--- config.mk ---
export PLATFORM = sky130hd
export DESIGN_NAME = binary_max_heap_queue
export DESIGN_NICKNAME = d
export VERILOG_FILES = /design/src/hdl/bmhq_pkg.sv /design/src/hdl/bmhq_ram.sv /design/src/hdl/bmhq_datapath.sv /design/src/hdl/bmhq_controller.sv /design/src/hdl/binary_max_heap_queue.sv
export VERILOG_INCLUDE_DIRS = /design/src /design/src/hdl
export SDC_FILE = /design/constraint.sdc
export NUM_CORES = 2
export LEC_CHECK = 0
export BUFFER_PORTS_ARGS = -buffer_cell sky130_fd_sc_hd__buf_2
export CAP_MARGIN = 20
export CORE_MARGIN = 2
export CORE_UTILIZATION = 60
export DETAILED_ROUTE_END_ITERATION = 6
export MAX_ROUTING_LAYER = met4
export PLACE_DENSITY = 0.81
export SYNTH_ARGS = -nofsm -noshare
export SYNTH_HDL_FRONTEND = slang
export SYNTH_SLANG_ARGS = --single-unit
--- constraint.sdc ---
create_clock -name clock -period 20.4 [get_ports clock]
set_clock_uncertainty 0.15 [all_clocks]
set_input_delay 2.04 -clock clock [delete_from_list [all_inputs] [get_ports clock]]
set_output_delay 2.04 -clock clock [all_outputs]
set_load 0.03 [all_outputs]
--- src/hdl/binary_max_heap_queue_assert.svh ---
// Assertion macros for the binary max-heap queue.
// Used by the top level only; depends on nothing else.
`ifndef BINARY_MAX_HEAP_QUEUE_ASSERT_SVH
`define BINARY_MAX_HEAP_QUEUE_ASSERT_SVH

// Checks that a condition holds at every clock edge outside reset.
`define BMHQ_ASSERT_ALWAYS(lbl, clk, rst, prop, msg) \
   lbl: assert property (@(posedge clk) disable iff (rst) prop) else $error(msg);

// Checks that a condition one edge implies another at the following edge.
`define BMHQ_ASSERT_NEXT(lbl, clk, rst, ante, cons, msg) \
   lbl: assert property (@(posedge clk) disable iff (rst) ante |=> cons) else $error(msg);

// Checks that a condition implies another at the same edge.
`define BMHQ_ASSERT_SAME(lbl, clk, rst, ante, cons, msg) \
   lbl: assert property (@(posedge clk) disable iff (rst) ante |-> cons) else $error(msg);

`endif

--- src/hdl/bmhq_pkg.sv ---
// Shared types and constants of the binary max-heap queue.
// Used by the controller, the datapath and the top level; depends on nothing.
package bmhq_pkg;

   // Sizing of the heap store.
   localparam int CAPACITY    = 64;
   localparam int DATA_WIDTH  = 32;
   localparam int ADDR_WIDTH  = $clog2(CAPACITY);
   localparam int COUNT_WIDTH = $clog2(CAPACITY + 1);
   localparam int CHILD_WIDTH = ADDR_WIDTH + 2;

   // Fixed widths of the word fields.
   localparam int VALUE_WIDTH     = 32;
   localparam int ENTRY_CNT_WIDTH = 7;
   localparam int STATUS_WIDTH    = 2;

   // Request kinds.
   localparam logic REQ_PUSH = 1'b0;
   localparam logic REQ_POP  = 1'b1;

   // Result status codes.
   localparam logic [STATUS_WIDTH-1:0] STATUS_OK    = 2'd0;
   localparam logic [STATUS_WIDTH-1:0] STATUS_FULL  = 2'd1;
   localparam logic [STATUS_WIDTH-1:0] STATUS_EMPTY = 2'd2;

   typedef struct packed {
      logic                   req_type;
      logic [VALUE_WIDTH-1:0] push_value;
   } bmhq_req_type;

   typedef struct packed {
      logic [VALUE_WIDTH-1:0]     top_value;
      logic                       not_empty;
      logic [ENTRY_CNT_WIDTH-1:0] entry_count;
      logic [STATUS_WIDTH-1:0]    status;
   } bmhq_rsp_type;

   // Datapath operations issued by the controller, one per cycle.
   typedef enum logic [3:0] {
      OP_NONE,
      OP_LOAD,
      OP_FULL,
      OP_EMPTY,
      OP_GROW,
      OP_SHRINK,
      OP_READ_LAST,
      OP_LOAD_LAST,
      OP_WRITE_VAL,
      OP_READ_PARENT,
      OP_MOVE_PARENT,
      OP_READ_LEFT,
      OP_READ_RIGHT,
      OP_MOVE_LEFT,
      OP_MOVE_RIGHT
   } bmhq_op_type;

   typedef struct packed {
      bmhq_op_type op;
      logic        rsp_load;
   } bmhq_cmd_type;

   typedef struct packed {
      logic is_pop;
      logic is_full;
      logic is_empty;
      logic last_one;
      logic at_root;
      logic left_in;
      logic up_move;
      logic dn_left;
      logic dn_right;
   } bmhq_status_type;

endpackage

--- src/hdl/bmhq_ram.sv ---
// Generic single-write, single-read RAM with a registered read port.
// Depends on nothing.
module bmhq_ram #(
   parameter int WIDTH = 32,
   parameter int DEPTH = 64
) (
   input  logic                     clock,
   input  logic                     wr_en,
   input  logic [$clog2(DEPTH)-1:0] wr_addr,
   input  logic [WIDTH-1:0]         wr_data,
   input  logic                     rd_en,
   input  logic [$clog2(DEPTH)-1:0] rd_addr,
   output logic [WIDTH-1:0]         rd_data
);

   logic [WIDTH-1:0] mem_ff [DEPTH];
   logic [WIDTH-1:0] rd_data_ff;

   // Write port and registered read port; read data holds between reads.
   always_ff @(posedge clock) begin
      if (wr_en) begin
         mem_ff[wr_addr] <= wr_data;
      end
      if (rd_en) begin
         rd_data_ff <= mem_ff[rd_addr];
      end
   end

   assign rd_data = rd_data_ff;

endmodule

--- src/hdl/bmhq_datapath.sv ---
// Datapath of the binary max-heap queue: heap RAM, sift registers and result register.
// Depends on bmhq_pkg and bmhq_ram.
module bmhq_datapath
   import bmhq_pkg::*;
(
   input  logic            clock,
   input  logic            reset,
   input  bmhq_req_type    req_data,
   input  bmhq_cmd_type    cmd,
   output bmhq_status_type status,
   output bmhq_rsp_type    rsp_data
);

   logic                     op_ff;
   logic [DATA_WIDTH-1:0]    val_ff,   val_in;
   logic [DATA_WIDTH-1:0]    child_ff, child_in;
   logic [DATA_WIDTH-1:0]    top_ff,   top_in;
   logic [ADDR_WIDTH-1:0]    pos_ff,   pos_in;
   logic [COUNT_WIDTH-1:0]   cnt_ff,   cnt_in;
   logic [STATUS_WIDTH-1:0]  stat_ff,  stat_in;
   bmhq_rsp_type             rsp_ff,   rsp_in;

   logic [ADDR_WIDTH-1:0]    parent_addr;
   logic [CHILD_WIDTH-1:0]   left_idx;
   logic [CHILD_WIDTH-1:0]   right_idx;
   logic [CHILD_WIDTH-1:0]   cnt_wide;
   logic [DATA_WIDTH-1:0]    best_val;
   logic                     left_better;
   logic                     right_in;

   logic                     wr_en;
   logic [ADDR_WIDTH-1:0]    wr_addr;
   logic [DATA_WIDTH-1:0]    wr_data;
   logic                     rd_en;
   logic [ADDR_WIDTH-1:0]    rd_addr;
   logic [DATA_WIDTH-1:0]    rd_data;

   // Tree neighbors of the current hole position.
   assign parent_addr = (pos_ff - ADDR_WIDTH'(1)) >> 1;
   assign left_idx    = {1'b0, pos_ff, 1'b1};
   assign right_idx   = left_idx + CHILD_WIDTH'(1);
   assign cnt_wide    = CHILD_WIDTH'(cnt_ff);
   assign right_in    = right_idx < cnt_wide;

   // Sift-down choice: the larger child wins only when strictly larger; left wins ties.
   assign left_better = child_ff > val_ff;
   assign best_val    = left_better ? child_ff : val_ff;

   always_comb begin
      status.is_pop   = op_ff;
      status.is_full  = cnt_ff == COUNT_WIDTH'(CAPACITY);
      status.is_empty = cnt_ff == '0;
      status.last_one = cnt_ff == COUNT_WIDTH'(1);
      status.at_root  = pos_ff == '0;
      status.left_in  = left_idx < cnt_wide;
      status.up_move  = rd_data < val_ff;
      status.dn_right = right_in && (rd_data > best_val);
      status.dn_left  = left_better && !status.dn_right;
   end

   // Memory port control and register updates for each operation.
   always_comb begin
      val_in   = val_ff;
      child_in = child_ff;
      pos_in   = pos_ff;
      cnt_in   = cnt_ff;
      stat_in  = stat_ff;
      wr_en    = 1'b0;
      wr_addr  = pos_ff;
      wr_data  = val_ff;
      rd_en    = 1'b0;
      rd_addr  = parent_addr;
      unique case (cmd.op)
         OP_NONE: begin
         end
         OP_LOAD: begin
            val_in  = DATA_WIDTH'(req_data.push_value);
            stat_in = STATUS_OK;
         end
         OP_FULL: begin
            stat_in = STATUS_FULL;
         end
         OP_EMPTY: begin
            stat_in = STATUS_EMPTY;
         end
         OP_GROW: begin
            pos_in = ADDR_WIDTH'(cnt_ff);
            cnt_in = cnt_ff + COUNT_WIDTH'(1);
         end
         OP_SHRINK: begin
            cnt_in = cnt_ff - COUNT_WIDTH'(1);
         end
         OP_READ_LAST: begin
            rd_en   = 1'b1;
            rd_addr = ADDR_WIDTH'(cnt_ff - COUNT_WIDTH'(1));
            cnt_in  = cnt_ff - COUNT_WIDTH'(1);
         end
         OP_LOAD_LAST: begin
            val_in = rd_data;
            pos_in = '0;
         end
         OP_WRITE_VAL: begin
            wr_en = 1'b1;
         end
         OP_READ_PARENT: begin
            rd_en = 1'b1;
         end
         OP_MOVE_PARENT: begin
            wr_en   = 1'b1;
            wr_data = rd_data;
            pos_in  = parent_addr;
         end
         OP_READ_LEFT: begin
            rd_en   = 1'b1;
            rd_addr = ADDR_WIDTH'(left_idx);
         end
         OP_READ_RIGHT: begin
            child_in = rd_data;
            rd_en    = 1'b1;
            rd_addr  = ADDR_WIDTH'(right_idx);
         end
         OP_MOVE_LEFT: begin
            wr_en   = 1'b1;
            wr_data = child_ff;
            pos_in  = ADDR_WIDTH'(left_idx);
         end
         OP_MOVE_RIGHT: begin
            wr_en   = 1'b1;
            wr_data = rd_data;
            pos_in  = ADDR_WIDTH'(right_idx);
         end
         default: begin
         end
      endcase
   end

   // The root copy follows every write to the root slot.
   assign top_in = (wr_en && (wr_addr == '0)) ? wr_data : top_ff;

   // Result word, built from the state after the request.
   always_comb begin
      rsp_in             = rsp_ff;
      if (cmd.rsp_load) begin
         rsp_in.top_value   = (cnt_ff != '0) ? VALUE_WIDTH'(top_ff) : '0;
         rsp_in.not_empty   = cnt_ff != '0;
         rsp_in.entry_count = ENTRY_CNT_WIDTH'(cnt_ff);
         rsp_in.status      = stat_ff;
      end
   end

   // Fill count is control state; the rest is payload.
   always_ff @(posedge clock) begin
      if (reset) begin
         cnt_ff <= '0;
      end else begin
         cnt_ff <= cnt_in;
      end
   end

   always_ff @(posedge clock) begin
      if (cmd.op == OP_LOAD) begin
         op_ff <= req_data.req_type;
      end
      val_ff   <= val_in;
      child_ff <= child_in;
      top_ff   <= top_in;
      pos_ff   <= pos_in;
      stat_ff  <= stat_in;
      rsp_ff   <= rsp_in;
   end

   bmhq_ram #(
      .WIDTH (DATA_WIDTH),
      .DEPTH (CAPACITY)
   ) u_heap_ram (
      .clock   (clock),
      .wr_en   (wr_en),
      .wr_addr (wr_addr),
      .wr_data (wr_data),
      .rd_en   (rd_en),
      .rd_addr (rd_addr),
      .rd_data (rd_data)
   );

   assign rsp_data = rsp_ff;

endmodule

--- src/hdl/bmhq_controller.sv ---
// Controller of the binary max-heap queue: sequences push and pop sifts.
// Depends on bmhq_pkg.
module bmhq_controller
   import bmhq_pkg::*;
(
   input  logic            clock,
   input  logic            reset,
   input  logic            req_valid,
   input  logic            rsp_stall,
   input  bmhq_status_type status,
   output logic            req_stall,
   output logic            rsp_valid,
   output bmhq_cmd_type    cmd
);

   typedef enum logic [3:0] {
      S_IDLE,
      S_START,
      S_UP,
      S_UP_CMP,
      S_POP_LOAD,
      S_DN,
      S_DN_L,
      S_DN_R,
      S_DONE
   } state_type;

   state_type state_ff, state_in;
   logic      rsp_valid_ff, rsp_valid_in;

   // Next state and the datapath operation for this cycle.
   always_comb begin
      state_in     = state_ff;
      cmd.op       = OP_NONE;
      cmd.rsp_load = 1'b0;
      rsp_valid_in = rsp_valid_ff && rsp_stall;
      unique case (state_ff)
         S_IDLE: begin
            if (req_valid) begin
               cmd.op   = OP_LOAD;
               state_in = S_START;
            end
         end
         S_START: begin
            if (status.is_pop) begin
               if (status.is_empty) begin
                  cmd.op   = OP_EMPTY;
                  state_in = S_DONE;
               end else if (status.last_one) begin
                  cmd.op   = OP_SHRINK;
                  state_in = S_DONE;
               end else begin
                  cmd.op   = OP_READ_LAST;
                  state_in = S_POP_LOAD;
               end
            end else begin
               if (status.is_full) begin
                  cmd.op   = OP_FULL;
                  state_in = S_DONE;
               end else begin
                  cmd.op   = OP_GROW;
                  state_in = S_UP;
               end
            end
         end
         S_UP: begin
            if (status.at_root) begin
               cmd.op   = OP_WRITE_VAL;
               state_in = S_DONE;
            end else begin
               cmd.op   = OP_READ_PARENT;
               state_in = S_UP_CMP;
            end
         end
         S_UP_CMP: begin
            if (status.up_move) begin
               cmd.op   = OP_MOVE_PARENT;
               state_in = S_UP;
            end else begin
               cmd.op   = OP_WRITE_VAL;
               state_in = S_DONE;
            end
         end
         S_POP_LOAD: begin
            cmd.op   = OP_LOAD_LAST;
            state_in = S_DN;
         end
         S_DN: begin
            if (status.left_in) begin
               cmd.op   = OP_READ_LEFT;
               state_in = S_DN_L;
            end else begin
               cmd.op   = OP_WRITE_VAL;
               state_in = S_DONE;
            end
         end
         S_DN_L: begin
            cmd.op   = OP_READ_RIGHT;
            state_in = S_DN_R;
         end
         S_DN_R: begin
            priority if (status.dn_left) begin
               cmd.op   = OP_MOVE_LEFT;
               state_in = S_DN;
            end else if (status.dn_right) begin
               cmd.op   = OP_MOVE_RIGHT;
               state_in = S_DN;
            end else begin
               cmd.op   = OP_WRITE_VAL;
               state_in = S_DONE;
            end
         end
         S_DONE: begin
            // The result word leaves once the output register is free.
            if (!rsp_valid_ff || !rsp_stall) begin
               cmd.rsp_load = 1'b1;
               rsp_valid_in = 1'b1;
               state_in     = S_IDLE;
            end
         end
         default: begin
            state_in = S_IDLE;
         end
      endcase
   end

   // State and registered output valid.
   always_ff @(posedge clock) begin
      if (reset) begin
         state_ff     <= S_IDLE;
         rsp_valid_ff <= 1'b0;
      end else begin
         state_ff     <= state_in;
         rsp_valid_ff <= rsp_valid_in;
      end
   end

   assign req_stall = state_ff != S_IDLE;
   assign rsp_valid = rsp_valid_ff;

endmodule

--- src/hdl/binary_max_heap_queue.sv ---
// Binary max-heap priority queue holding up to 64 unsigned 32-bit values. Each request word
// pushes a value or pops the maximum, and yields one result word with the new top, a
// non-empty flag, the entry count and a status (push on full and pop on empty leave the
// queue unchanged and are flagged). Requests are handled one at a time. A pushed value
// rises at most 6 levels toward the root, and the entry that a pop moves to the root sinks
// at most 5 levels toward a leaf. The heap RAM has a single read port, which is read once
// per level on the way up and twice per level on the way down. A stalled output register
// that still holds the previous result delays the load until the stall ends, and the next
// request is taken at the earliest in the cycle after the load. A finished result waits in
// the output register while the next request is taken. Reset is synchronous and needs no
// clearing pass.
// Depends on bmhq_pkg, bmhq_controller, bmhq_datapath and the assertion macro header.
`include "binary_max_heap_queue_assert.svh"

module binary_max_heap_queue
   import bmhq_pkg::*;
(
   input  logic         clock,
   input  logic         reset,
   input  logic         req_valid,
   output logic         req_stall,
   input  bmhq_req_type req_data,
   output logic         rsp_valid,
   input  logic         rsp_stall,
   output bmhq_rsp_type rsp_data
);

   bmhq_cmd_type    cmd;
   bmhq_status_type status;
   logic            req_accept;
   logic            rsp_empty_ok;
   logic            rsp_status_ok;

   bmhq_controller u_controller (
      .clock     (clock),
      .reset     (reset),
      .req_valid (req_valid),
      .rsp_stall (rsp_stall),
      .status    (status),
      .req_stall (req_stall),
      .rsp_valid (rsp_valid),
      .cmd       (cmd)
   );

   bmhq_datapath u_datapath (
      .clock    (clock),
      .reset    (reset),
      .req_data (req_data),
      .cmd      (cmd),
      .status   (status),
      .rsp_data (rsp_data)
   );

   // Terms checked by the assertions below.
   assign req_accept    = req_valid && !req_stall;
   assign rsp_empty_ok  = (rsp_data.not_empty == (rsp_data.entry_count != '0)) &&
                          (rsp_data.not_empty || (rsp_data.top_value == '0));
   assign rsp_status_ok = (rsp_data.status == STATUS_OK) ||
                          ((rsp_data.status == STATUS_FULL) &&
                           (rsp_data.entry_count == ENTRY_CNT_WIDTH'(CAPACITY))) ||
                          ((rsp_data.status == STATUS_EMPTY) && (rsp_data.entry_count == '0));

   // An accepted request keeps the block busy for at least the next cycle.
   `BMHQ_ASSERT_NEXT(a_busy_after_accept, clock, reset, req_accept, req_stall, "busy expected")

   // The empty flag and the top value agree with the count.
   `BMHQ_ASSERT_SAME(a_empty_consistent, clock, reset, rsp_valid, rsp_empty_ok, "empty flag")

   // A dropped push only happens at full capacity and a refused pop only when empty.
   `BMHQ_ASSERT_SAME(a_status_consistent, clock, reset, rsp_valid, rsp_status_ok, "status code")

endmodule
==> flow_summary.yaml <==
status:
  run_status: "finished with violations"
  failed_checks: "DRC"
cts:
  cts_tree: "done"
  clk_pin_slew_ns: 0.07
  ctsResizeCount: 0
  cts_root_buffer: "clkbuf_16"
  clock_path_buffers: 3
  insertion_delay_ns: 0.85
  cts_setup_buffers: 0
  h-tree-depth: 4
  cts_buffers: 202
  cts.hold.buffers_added: 0
  cts_sinks: 2239
route:
  drt_iter0_markers: 9603
  ant_nets: 0
  route.detailed.drc: 1
  num_vias: 57100
  first_pass_iters: 7
  wl_per_cell_um: 29.4
  viasPerCell: 6.73
  drt-total-wl_um: 249000
critical_path:
  cp-end-kind: "register"
  crit_type: "register to register"
  worstSetupStartpointType: "register"
  max_stage_delay_ns: 1.03
  crit_slowest_cell: "o21ai_4"
  crit_path_cell_trace: "inv_1 -> ha_1 -> nand4_1 -> nor4_1 -> a21oi_1 -> a31oi_2 -> buf_4 -> mux2i_1 -> ha_1 -> a21o_1 -> a21o_1 -> a21oi_1 -> o21ai_0 -> a221oi_1 -> o31ai_1 -> nand2_1 -> nor2_1 -> o311a_1 -> buf_4 -> or2_4 -> buf_4 -> o21ai_4 -> buf_4"
  crit_arrival_ns: 8.87
  r2r-start: "u_datapath.val_ff[29]"
  critPathMaxFanout: 34
  cp_num_buf_inv: 5
  cp.required_ns: 20.81
  crit_start: "u_datapath.val_ff[29]"
  crit_top_cell: "buf_4"
  crit_family: "compound AO/OA/AOI/OAI gates"
power_and_ir_drop:
  finalPower_w: 0.0101
  p_leak_nw: 33.8
  power_density_nw_per_um2: 101
  vdd_ir_drop_max_uv: 74.8
logic_synthesis:
  yosys_warnings: 0
  yosysSeqAreaShare_pct: 74.3
  synthArstFlopShare_pct: 0
  ys.flop_type: "edfxtp_1"
  synth_area_per_cell_sq_um: 14.6
  syn-instance-count: 6200
  synth_enable_flop_cells: 2227
  yosysUniqueCellTypes: 89
  synth_area_sq_um: 90400
  synth.net_count: 6349
  synth_seq_cells: 2239
cells_and_area:
  drive_above_1_share_pct: 10.8
  final_cell_mix: "2227 x edfxtp_1, 1159 x nand2_1, 437 x mux2i_1"
  nets: 6423
  syn_to_final_growth_pct: 10.6
  fillers: 9504
  final_cells: 8477
  final_common_cell: "edfxtp_1"
  final_core_util_pct: 66.8
sta:
  drv_slew: 0
  fin_crit_ns: 8.46
  max_freq_mhz: 118
  finalHoldViolations: 0
  relSlewSlack_pct: 12.2
  tns_ns: 0
  fin_crit_sh_pct: 41.5
  setup_viol: 0
  tightest_slew_ns: 1.30
  rsz0062_at_grt: "no"
worst_hold_path:
  min_from: "u_datapath.stat_ff[1]"
  hp-class: "register to register"
grt:
  track_usage_pct: 33.1
  grt_max_degree: 226
  antenna_found_initial: 10
  first_global_vias: 55200
  globalRoute.totalOverflow: 0
  grt_pass1_wl_um: 358000
die:
  io_pins: 81
  die_x_um: 392
  die_y_um: 392
  std_cell_rows: 142
  core_sq_um: 150000
  die_area_sq_um: 154000
  initial_utilization_pct: 60.4
placed_design:
  placed_cells: 8086
  globalplace.congestion: 1.02
  dpl.hpwl_um: 137000
  portBuffers: 80
flow_run:
  max-cap-violations: 0
[sequential cells by signal (all words and copies together) (netlist names), 2 cells and up]
| name | flops |
|---|---|
| u_datapath.val_ff | 32 |
| u_datapath.stat_ff | 2 |
| u_datapath.u_heap_ram.rd_data | 32 |
| u_datapath.child_ff | 32 |
| u_datapath.rsp_data | 42 |
| u_datapath.cnt_ff | 7 |
| u_datapath.top_ff | 32 |
| u_datapath.u_heap_ram.mem_ff | 2048 |
| u_datapath.pos_ff | 6 |
| u_controller.state_ff | 4 |
[synthesized netlist by cell type (all sizes together), types with 32 or more instances]
cell	count	area share, %
o21ai	168	0.94
edfxtp	2227	74
nand2	1161	4.8
or3	39	0.27
mux2i	437	4.8
nor2	71	0.31
a32oi	33	0.32
nor4	38	0.29
a21o	40	0.33
buf	231	1.5
a22oi	78	0.65
o22ai	162	1.1
nor3	95	0.54
a21oi	368	2.1
inv	50	0.21
a31oi	69	0.48
clkbuf	136	0.56
nand3	294	1.6
and2	39	0.27
ha	112	1.6
mux2	32	0.40
nand4	118	0.83
[cell type report]
class                      instances  area [sq um]  area share, %
tap                             2016          2520           2.52
multi-input combinational       3543         22100           22.1
antenna                           16          40.0         0.0401
clock buffer                     261          5340           5.34
clock inverter                   114          1030           1.03
timing repair buffer             237          1620           1.62
sequential                      2239         67100           67.2
inverter                          51           191          0.192
[worst reg2reg max path: cells and delay by family (launching register included)]
kind	cells	cell delay, ns
and+or+nand+nor	5	1.55
AOI/OAI and AO/OA	10	3.50
buffers and inverters	5	1.78
muxes	1	0.22
adders and majority gates	2	0.59
DFF	1	0.36
[report_power, final]
group | internal, W | switching (W)
logic | 0.000330 | 0.000919
registers | 0.00518 | 0.0000323
clock network | 0.00203 | 0.00164
total | 0.00754 | 0.00260
[layer usage]
layer / global-route usage [%] / share of wire (%)
met1: 42.3 / 35
met3: 8.57 / 14
met5: - / 0
met2: 48.5 / 45
met4: 19.0 / 6.6
[path summary, 6_finish.rpt]
| kind | to | slack (ns) | cells after the start |
|---|---|---|---|
| hold reg to reg | u_datapath.rsp_data[1] | 0.29 | 0 |
| setup / recovery | u_datapath.u_heap_ram.mem_ff[1][21] | 11.94 | 23 |
| hold / removal | u_datapath.rsp_data[1] | 0.29 | 0 |
| setup reg to reg | u_datapath.u_heap_ram.mem_ff[1][21] | 11.94 | 23 |
[stage by stage]
step / hold slack (ns) / setup WS [ns] / cell area (sq um)
3_3_place_gp: 0.280 / 11.62 / 93500
6_report: 0.291 / 11.94 / 99900
2_1_floorplan: 0.250 / 10.32 / 90400
5_1_grt: 0.300 / 11.61 / 99900
4_1_cts: 0.286 / 12.10 / 99900
3_5_place_dp: 0.267 / 11.95 / 93500
[cells by family (layout without fill, tap and decap cells)]
family	after synthesis	count (layout)	share of synthesized area (%)
buffers and inverters	418	663	2.26
muxes	469	469	5.24
DFF	2239	2239	74.3
adders and majority gates	112	112	1.55
AOI/OAI and AO/OA	1042	1042	7.17
and+or+nand+nor	1906	1906	9.37
other	0	16	0
xor gates and xnor gates	14	14	0.136
Power figures use the tool's default switching activity.
